--- src/rtl/blr_pkg.sv ---
// Shared constants for the line rasteriser: default coordinate width,
// colour word width and the beat kind codes. No dependencies.
package blr_pkg;

    localparam int COORD_WIDTH_DEF = 16;
    localparam int COLOUR_WIDTH    = 32;

    localparam logic KIND_LOAD = 1'b0;
    localparam logic KIND_STEP = 1'b1;

endpackage

--- src/rtl/blr_in_reg.sv ---
// Input register for the line rasteriser: holds one beat of packed payload
// between the input channel and the stepping core. Standalone.
module blr_in_reg
#(
    parameter int DATA_WIDTH = 8
)
(
    input  logic                  clk,
    input  logic                  rst_n,
    input  logic                  in_valid,
    output logic                  in_ready,
    input  logic [DATA_WIDTH-1:0] in_data,
    output logic                  item_valid,
    input  logic                  item_ready,
    output logic [DATA_WIDTH-1:0] item_data
);

    logic                  valid_reg;
    logic                  valid_next;
    logic [DATA_WIDTH-1:0] data_reg;

    assign in_ready   = !valid_reg || item_ready;
    assign valid_next = in_ready ? in_valid : valid_reg;
    assign item_valid = valid_reg;
    assign item_data  = data_reg;

    always_ff @(posedge clk or negedge rst_n)
    begin
        if (!rst_n)
        begin
            valid_reg <= 1'b0;
        end
        else
        begin
            valid_reg <= valid_next;
        end
    end

    always_ff @(posedge clk)
    begin
        if (in_valid && in_ready)
        begin
            data_reg <= in_data;
        end
    end

endmodule

--- src/rtl/blr_core.sv ---
// Line set-up, Bresenham stepping state and the pixel result register.
// Depends on blr_pkg.
module blr_core
    import blr_pkg::*;
#(
    parameter int COORD_WIDTH = COORD_WIDTH_DEF
)
(
    input  logic                          clk,
    input  logic                          rst_n,
    input  logic                          item_valid,
    output logic                          item_ready,
    input  logic                          item_kind,
    input  logic signed [COORD_WIDTH-1:0] item_start_x,
    input  logic signed [COORD_WIDTH-1:0] item_start_y,
    input  logic signed [COORD_WIDTH-1:0] item_end_x,
    input  logic signed [COORD_WIDTH-1:0] item_end_y,
    input  logic [COLOUR_WIDTH-1:0]       item_colour,
    output logic                          out_valid,
    input  logic                          out_ready,
    output logic signed [COORD_WIDTH-1:0] pixel_x,
    output logic signed [COORD_WIDTH-1:0] pixel_y,
    output logic [COLOUR_WIDTH-1:0]       pixel_colour,
    output logic                          last_pixel
);

    localparam int DiffWidth = COORD_WIDTH + 1;
    localparam int ErrWidth  = COORD_WIDTH + 3;

    // line state
    logic [COORD_WIDTH-1:0]  cur_x_reg, cur_x_next;
    logic [COORD_WIDTH-1:0]  cur_y_reg, cur_y_next;
    logic [COORD_WIDTH-1:0]  major_end_reg, major_end_next;
    logic [ErrWidth-1:0]     err_reg, err_next;
    logic [COORD_WIDTH-1:0]  dmaj_reg, dmaj_next;
    logic [COORD_WIDTH-1:0]  dmin_reg, dmin_next;
    logic                    down_reg, down_next;
    logic                    steep_reg, steep_next;
    logic                    active_reg, active_next;
    logic [COLOUR_WIDTH-1:0] colour_reg, colour_next;

    // result register
    logic                    out_valid_reg, out_valid_next;
    logic [COORD_WIDTH-1:0]  px_reg, px_next;
    logic [COORD_WIDTH-1:0]  py_reg, py_next;
    logic [COLOUR_WIDTH-1:0] pc_reg, pc_next;
    logic                    last_reg, last_next;

    // set-up
    logic [DiffWidth-1:0]   dx, dy, ndx, ndy;
    logic [COORD_WIDTH-1:0] adx, ady;
    logic                   ld_steep, ld_swap, ld_minor_neg, ld_minor_zero;
    logic [COORD_WIDTH-1:0] ld_dmaj, ld_dmin, ld_end, ld_x, ld_y;
    logic [ErrWidth-1:0]    ld_err;

    // stepping
    logic [COORD_WIDTH-1:0] maj, mnr, maj_step, mnr_step;
    logic                   at_end, err_pos;
    logic [ErrWidth-1:0]    err_inc, err_step;

    logic emit, out_free, take;

    always_comb
    begin
        dx  = {item_end_x[COORD_WIDTH-1], item_end_x}
            - {item_start_x[COORD_WIDTH-1], item_start_x};
        dy  = {item_end_y[COORD_WIDTH-1], item_end_y}
            - {item_start_y[COORD_WIDTH-1], item_start_y};
        ndx = -dx;
        ndy = -dy;
        adx = dx[COORD_WIDTH] ? ndx[COORD_WIDTH-1:0] : dx[COORD_WIDTH-1:0];
        ady = dy[COORD_WIDTH] ? ndy[COORD_WIDTH-1:0] : dy[COORD_WIDTH-1:0];

        ld_steep      = !(ady < adx);
        ld_swap       = ld_steep ? dy[COORD_WIDTH] : dx[COORD_WIDTH];
        ld_minor_neg  = ld_steep ? dx[COORD_WIDTH] : dy[COORD_WIDTH];
        ld_minor_zero = ld_steep ? (adx == '0) : (ady == '0);
        ld_dmaj       = ld_steep ? ady : adx;
        ld_dmin       = ld_steep ? adx : ady;
        ld_x          = ld_swap ? item_end_x : item_start_x;
        ld_y          = ld_swap ? item_end_y : item_start_y;
        if (ld_steep)
        begin
            ld_end = ld_swap ? item_start_y : item_end_y;
        end
        else
        begin
            ld_end = ld_swap ? item_start_x : item_end_x;
        end
        ld_err = {2'b00, ld_dmin, 1'b0} - {3'b000, ld_dmaj};
    end

    always_comb
    begin
        maj      = steep_reg ? cur_y_reg : cur_x_reg;
        mnr      = steep_reg ? cur_x_reg : cur_y_reg;
        at_end   = (maj == major_end_reg);
        err_pos  = !err_reg[ErrWidth-1] && (err_reg != '0);
        maj_step = maj + COORD_WIDTH'(1);
        if (err_pos)
        begin
            mnr_step = down_reg ? (mnr - COORD_WIDTH'(1)) : (mnr + COORD_WIDTH'(1));
            err_inc  = {3'b000, dmin_reg} - {3'b000, dmaj_reg};
        end
        else
        begin
            mnr_step = mnr;
            err_inc  = {3'b000, dmin_reg};
        end
        err_step = err_reg + {err_inc[ErrWidth-2:0], 1'b0};
    end

    assign emit       = (item_kind == KIND_STEP) && active_reg;
    assign out_free   = !out_valid_reg || out_ready;
    assign item_ready = !emit || out_free;
    assign take       = item_valid && item_ready;

    always_comb
    begin
        cur_x_next     = cur_x_reg;
        cur_y_next     = cur_y_reg;
        major_end_next = major_end_reg;
        err_next       = err_reg;
        dmaj_next      = dmaj_reg;
        dmin_next      = dmin_reg;
        down_next      = down_reg;
        steep_next     = steep_reg;
        active_next    = active_reg;
        colour_next    = colour_reg;
        out_valid_next = out_valid_reg && !out_ready;
        px_next        = px_reg;
        py_next        = py_reg;
        pc_next        = pc_reg;
        last_next      = last_reg;

        if (take && (item_kind == KIND_LOAD))
        begin
            cur_x_next     = ld_x;
            cur_y_next     = ld_y;
            major_end_next = ld_end;
            err_next       = ld_err;
            dmaj_next      = ld_dmaj;
            dmin_next      = ld_dmin;
            down_next      = ld_minor_neg ^ ld_swap && !ld_minor_zero;
            steep_next     = ld_steep;
            active_next    = 1'b1;
            colour_next    = item_colour;
        end
        else if (take && emit)
        begin
            out_valid_next = 1'b1;
            px_next        = cur_x_reg;
            py_next        = cur_y_reg;
            pc_next        = colour_reg;
            last_next      = at_end;
            if (at_end)
            begin
                active_next = 1'b0;
            end
            else
            begin
                err_next   = err_step;
                cur_x_next = steep_reg ? mnr_step : maj_step;
                cur_y_next = steep_reg ? maj_step : mnr_step;
            end
        end
    end

    always_ff @(posedge clk or negedge rst_n)
    begin
        if (!rst_n)
        begin
            active_reg    <= 1'b0;
            out_valid_reg <= 1'b0;
        end
        else
        begin
            active_reg    <= active_next;
            out_valid_reg <= out_valid_next;
        end
    end

    always_ff @(posedge clk)
    begin
        cur_x_reg     <= cur_x_next;
        cur_y_reg     <= cur_y_next;
        major_end_reg <= major_end_next;
        err_reg       <= err_next;
        dmaj_reg      <= dmaj_next;
        dmin_reg      <= dmin_next;
        down_reg      <= down_next;
        steep_reg     <= steep_next;
        colour_reg    <= colour_next;
        px_reg        <= px_next;
        py_reg        <= py_next;
        pc_reg        <= pc_next;
        last_reg      <= last_next;
    end

    assign out_valid    = out_valid_reg;
    assign pixel_x      = px_reg;
    assign pixel_y      = py_reg;
    assign pixel_colour = pc_reg;
    assign last_pixel   = last_reg;

endmodule

--- src/rtl/bresenham_line_rasterizer.sv ---
// Bresenham line rasteriser, top level: input register feeding the stepping core.
// Depends on blr_pkg, blr_in_reg and blr_core.
//
// A load beat (kind 0) sets up a line and gives no pixel; each step beat (kind 1)
// gives the next pixel of the active line, with last_pixel marking the final
// endpoint, and nothing when no line is active. One beat is taken every clock
// unless the result register holds a step beat back; a pixel is held first in the
// input register and then in the result register, with one add and compare of
// the error term between them. A full result register that is not drained
// holds back step beats of an active line; a load beat in the input register still passes.
module bresenham_line_rasterizer
    import blr_pkg::*;
#(
    parameter int COORD_WIDTH = COORD_WIDTH_DEF
)
(
    input  logic                          clk,
    input  logic                          rst_n,
    input  logic                          in_valid,
    output logic                          in_ready,
    input  logic                          kind,
    input  logic signed [COORD_WIDTH-1:0] start_x,
    input  logic signed [COORD_WIDTH-1:0] start_y,
    input  logic signed [COORD_WIDTH-1:0] end_x,
    input  logic signed [COORD_WIDTH-1:0] end_y,
    input  logic [COLOUR_WIDTH-1:0]       colour,
    output logic                          out_valid,
    input  logic                          out_ready,
    output logic signed [COORD_WIDTH-1:0] pixel_x,
    output logic signed [COORD_WIDTH-1:0] pixel_y,
    output logic [COLOUR_WIDTH-1:0]       pixel_colour,
    output logic                          last_pixel
);

    localparam int ItemWidth = 1 + 4 * COORD_WIDTH + COLOUR_WIDTH;
    localparam int ColLo     = 0;
    localparam int EyLo      = COLOUR_WIDTH;
    localparam int ExLo      = EyLo + COORD_WIDTH;
    localparam int SyLo      = ExLo + COORD_WIDTH;
    localparam int SxLo      = SyLo + COORD_WIDTH;
    localparam int KindBit   = SxLo + COORD_WIDTH;

    logic [ItemWidth-1:0] in_data;
    logic [ItemWidth-1:0] item_data;
    logic                 item_valid;
    logic                 item_ready;

    assign in_data = {kind, start_x, start_y, end_x, end_y, colour};

    blr_in_reg #(
        .DATA_WIDTH (ItemWidth)
    ) u_in_reg (
        .clk        (clk),
        .rst_n      (rst_n),
        .in_valid   (in_valid),
        .in_ready   (in_ready),
        .in_data    (in_data),
        .item_valid (item_valid),
        .item_ready (item_ready),
        .item_data  (item_data)
    );

    blr_core #(
        .COORD_WIDTH (COORD_WIDTH)
    ) u_core (
        .clk          (clk),
        .rst_n        (rst_n),
        .item_valid   (item_valid),
        .item_ready   (item_ready),
        .item_kind    (item_data[KindBit]),
        .item_start_x (item_data[SxLo +: COORD_WIDTH]),
        .item_start_y (item_data[SyLo +: COORD_WIDTH]),
        .item_end_x   (item_data[ExLo +: COORD_WIDTH]),
        .item_end_y   (item_data[EyLo +: COORD_WIDTH]),
        .item_colour  (item_data[ColLo +: COLOUR_WIDTH]),
        .out_valid    (out_valid),
        .out_ready    (out_ready),
        .pixel_x      (pixel_x),
        .pixel_y      (pixel_y),
        .pixel_colour (pixel_colour),
        .last_pixel   (last_pixel)
    );

endmodule
--- config.mk ---
export PLATFORM = sky130hd
export DESIGN_NAME = bresenham_line_rasterizer
export DESIGN_NICKNAME = d
export VERILOG_FILES = /design/src/rtl/blr_pkg.sv /design/src/rtl/blr_in_reg.sv /design/src/rtl/blr_core.sv /design/src/rtl/bresenham_line_rasterizer.sv
export SDC_FILE = /design/constraint.sdc
export NUM_CORES = 1
export LEC_CHECK = 0
export ABC_AREA = 0
export ABC_CLOCK_PERIOD_IN_PS = 9300
export BUFFER_PORTS_ARGS = -buffer_cell sky130_fd_sc_hd__buf_2
export CAP_MARGIN = 5
export CORE_UTILIZATION = 29
export CTS_BUF_LIST = sky130_fd_sc_hd__clkbuf_4
export CTS_CLUSTER_SIZE = 16
export DETAILED_ROUTE_END_ITERATION = 10
export PLACE_DENSITY = 0.48
export SLEW_MARGIN = 10
export SYNTH_ARGS = -nofsm -noshare
export SYNTH_HDL_FRONTEND = slang
export SYNTH_HIERARCHICAL = 1
export SYNTH_SLANG_ARGS = --single-unit
--- constraint.sdc ---
create_clock -name clk -period 9.3 [get_ports clk]
set_input_delay 1.86 -clock clk [delete_from_list [all_inputs] [get_ports clk]]
set_output_delay 1.86 -clock clk [all_outputs]
set_load 0.05 [all_outputs]
==> reports/results.ini <==
[route]
detail_route.vias_per_cell = 4.90
wire_per_inst_um = 18.1
detailedRoute.firstIterationViolations = 1024
firstDrtPassIters = 5
remaining_routing_drc_violations = 0
top_layer = met4
detailroute.via_count = 13900
routed_wirelength_um = 51300
final_antenna_net_count = 0
dr_wl_met2_um = 23400
detail_route.wirelength.met1_um = 23800
met3WireLength_um = 3030

[clock_network]
cts_root_buf = sky130_fd_sc_hd__clkbuf_4
cts_max_level = 3
cts.sink_count = 298
clk_pin_slew_ns = 0.06
clock_latency_ns = 0.84
tritoncts = done
number_of_cts_inserted_buffers = 89
clockBufferDepth = 3

[synthesis]
synth.avg_cell_area_um2 = 10.6
synth-seq-area-share_pct = 49.2
synth_cells = 1719
ys_seq_elements = 298
count_of_cell_types_in_the_netlist = 91
dominantRegCellSynth = sky130_fd_sc_hd__edfxtp_1
synth_warnings = 6
synth.cell_area_um2 = 18200
synth_edf_count = 295
async_flop_share_pct = 1.01
synth_fp_nets = 1933

[floorplan]
die_height_um = 252
initial_utilization_pct = 29.4
die_w_um = 252
floorplan.rows = 91
boundaryPins = 168
die_area_um2 = 63700
placeable_core_area_um2 = 61800

[critical_path]
timing.critical_path.slowest_cell_delay_ns = 0.43
timing.setup.critical_path_class = register to register
rr_startpoint = u_in_reg/item_data[80]
timing.critical_path.fanout_max = 31
buffers_inverters_on_critical_path = 1
crit_slowest_cell = sky130_fd_sc_hd__edfxtp_1
r2r_setup_slack_ns = 0.70
setup.worst_path.end_class = register
cell_depth_of_the_worst_flop_to_flop_path = 35
timing.critical_path.from_type = register
cp_data_arrival_time_ns = 9.13
crit_family = compound AO/OA/AOI/OAI gates
r2r-end = u_core/err_reg[16]
critPathRequiredTime_ns = 9.83
timing.critical_path.from = u_in_reg/item_data[80]
cp_common_cell = sky130_fd_sc_hd__a21oi_1
cp.depth = 35

[timing]
timing_hold_violations_final = 0
transition_at_the_pin_with_the_smallest_max_transition_slack_ns = 0.959
max-slew-margin-rel_pct = 36.1
achievable-frequency_ghz = 0.116
finClkSkew_ns = 0.0544
layout_worst_path_cycle_share_pct = 92.5
report.final.slew_viol_count = 0
finalSetupViolCount = 0
finalSetupTns_ns = 0
rsz0062_at_grt = no
hold_slack_ns = 0.385
shortest_period_the_worst_path_allows_ns = 8.60

[cells_and_area]
design.final.nets = 2147
final_common_cell = sky130_fd_sc_hd__edfxtp_1
largest_reg_flops = 97
syn2layout_area_growth_pct = 16.2
most-common-layout-cells = sky130_fd_sc_hd__edfxtp_1, sky130_fd_sc_hd__buf_2, sky130_fd_sc_hd__a21oi_1, sky130_fd_sc_hd__nor2_1, sky130_fd_sc_hd__nand2_1
post_route_cells_drive_above_1_share_pct = 18.8

[hold_path]
holdCritPathClass = register to register
worstHoldEndpoint = u_core/colour_reg[19]
hold_start = u_in_reg/item_data[19]
hold_path_depth = 0

[placement]
globalplace.congestion = 0.894
portBuffers = 167
place.detailed.hpwl_um = 38500

[power_and_ir_drop]
power-per-cell-area_nw_per_um2 = 361
max-vdd-ir-drop_uv = 189
power.static_leakage_uw = 0.00849

[flow_run]
cap_violations = 0

[global_route]
antenna_violations_before_repair = 1
first_pass_grt_wire_length_um = 78100
grt.total_usage_pct = 16.1
first_global_vias = 13700
grt_start_max_net_pins = 71
global_route.overflow_total = 0

[outcome]
result_of_the_run = finished clean

==> report_power, final <==
| group | switching (uW) | internal (uW) |
|---|---|---|
| Clock | 592 | 694 |
| Sequential | 155 | 1880 |
| Combinational | 2590 | 1710 |
==> worst max path at each step <==
stage                    endpoint  slack [ns]
5_1_grt        u_core/err_reg[16]        0.05
6_report       u_core/err_reg[16]        0.70
4_1_cts        u_core/err_reg[16]        0.62
2_1_floorplan  u_core/err_reg[16]        1.42
3_5_place_dp   u_core/err_reg[16]        0.72
3_3_place_gp   u_core/err_reg[16]        0.79
==> synth_stat cells (5+ instances only) <==
master | count | area (um2)
sky130_fd_sc_hd__a32oi_1 | 7 | 61.3
sky130_fd_sc_hd__and3_1 | 10 | 62.6
sky130_fd_sc_hd__nand2_1 | 139 | 522
sky130_fd_sc_hd__buf_1 | 5 | 18.8
sky130_fd_sc_hd__mux2i_1 | 27 | 270
sky130_fd_sc_hd__buf_2 | 12 | 60.1
sky130_fd_sc_hd__nor4_1 | 9 | 56.3
sky130_fd_sc_hd__o21ai_0 | 80 | 400
sky130_fd_sc_hd__fa_1 | 6 | 120
sky130_fd_sc_hd__o22ai_1 | 7 | 43.8
sky130_fd_sc_hd__xor2_1 | 56 | 490
sky130_fd_sc_hd__nand2b_1 | 14 | 87.6
sky130_fd_sc_hd__o211a_1 | 15 | 150
sky130_fd_sc_hd__o211ai_1 | 20 | 150
sky130_fd_sc_hd__o21ai_1 | 26 | 130
sky130_fd_sc_hd__or3_1 | 11 | 68.8
sky130_fd_sc_hd__nor3b_1 | 5 | 37.5
sky130_fd_sc_hd__o2111ai_1 | 5 | 43.8
sky130_fd_sc_hd__and2_1 | 11 | 68.8
sky130_fd_sc_hd__inv_1 | 109 | 409
sky130_fd_sc_hd__or4_1 | 6 | 45.0
sky130_fd_sc_hd__ha_1 | 107 | 1340
sky130_fd_sc_hd__a21o_1 | 46 | 345
sky130_fd_sc_hd__xnor2_1 | 79 | 692
sky130_fd_sc_hd__edfxtp_1 | 295 | 8860
sky130_fd_sc_hd__a21oi_1 | 152 | 761
sky130_fd_sc_hd__a31oi_1 | 14 | 87.6
sky130_fd_sc_hd__o31ai_1 | 11 | 82.6
sky130_fd_sc_hd__clkbuf_1 | 44 | 165
sky130_fd_sc_hd__a21boi_0 | 7 | 52.6
sky130_fd_sc_hd__nor3_1 | 26 | 130
sky130_fd_sc_hd__a211oi_1 | 20 | 150
sky130_fd_sc_hd__nor2b_1 | 29 | 181
sky130_fd_sc_hd__o21a_1 | 10 | 75.1
sky130_fd_sc_hd__nand3_1 | 22 | 110
sky130_fd_sc_hd__nor2_1 | 144 | 541
sky130_fd_sc_hd__mux2_2 | 20 | 225
sky130_fd_sc_hd__o21bai_1 | 13 | 97.6
sky130_fd_sc_hd__nand4_1 | 10 | 62.6
==> stage by stage <==
step	util, %	instances	power, uW	instance area, um2	worst slack, ns
4_1_cts	34.1	2829	7730	21100	0.622
2_1_floorplan	-	1719	5270	18200	1.42
6_report	34.2	2833	7620	21100	0.699
3_3_place_gp	32.3	2676	6310	19900	0.793
3_5_place_dp	32.3	2676	6360	19900	0.718
5_1_grt	34.2	2833	8300	21100	0.0496
==> layer usage <==
layer / vias up / GRT usage (%)
met5: - / 0
met4: 0 / 5.92
met1: 6624 / 21.7
met3: 71 / 3.16
li1: 6834 / -
met2: 365 / 25.4
==> cell type report <==
cell class | count | area (um2)
diodes | 1 | 2.50
well taps | 837 | 1050
fillers | 6261 | 40700
multi-input cells | 1247 | 8580
clock inverters | 23 | 163
inverters | 111 | 427
repair buffers | 186 | 991
flip-flops and latches | 298 | 8930
clock buffers | 130 | 976
==> worst reg2reg max path: cells and delay by family (launching register included) <==
kind,cells,cell delay [ns]
compound gates,21,4.58
xor+xnor,2,0.47
fa+ha+maj,4,1.39
buf+inv,1,0.38
flops,1,0.43
mux,1,0.12
simple gates,6,0.91
==> timing repair <==
| action | 4_1_cts | 5_1_grt |
|---|---|---|
| setup endpoints to repair | 0 | 1 |
| buffers inserted | 0 | 3 |
| hold buffers | 0 | 0 |
| resized for setup | 0 | 0 |
==> kinds of logic after synthesis <==
group                      Yosys count  share of synthesized area [%]
AOI/OAI and AO/OA                  490                           17.5
buffers and inverters              174                           3.80
xor gates and xnor gates           136                           6.60
adders and majority gates          113                           8.03
DFF                                298                           49.2
and+or+nand+nor                    460                           12.0
muxes                               48                           2.85
Note: power is estimated with default switching activity, not from simulation.
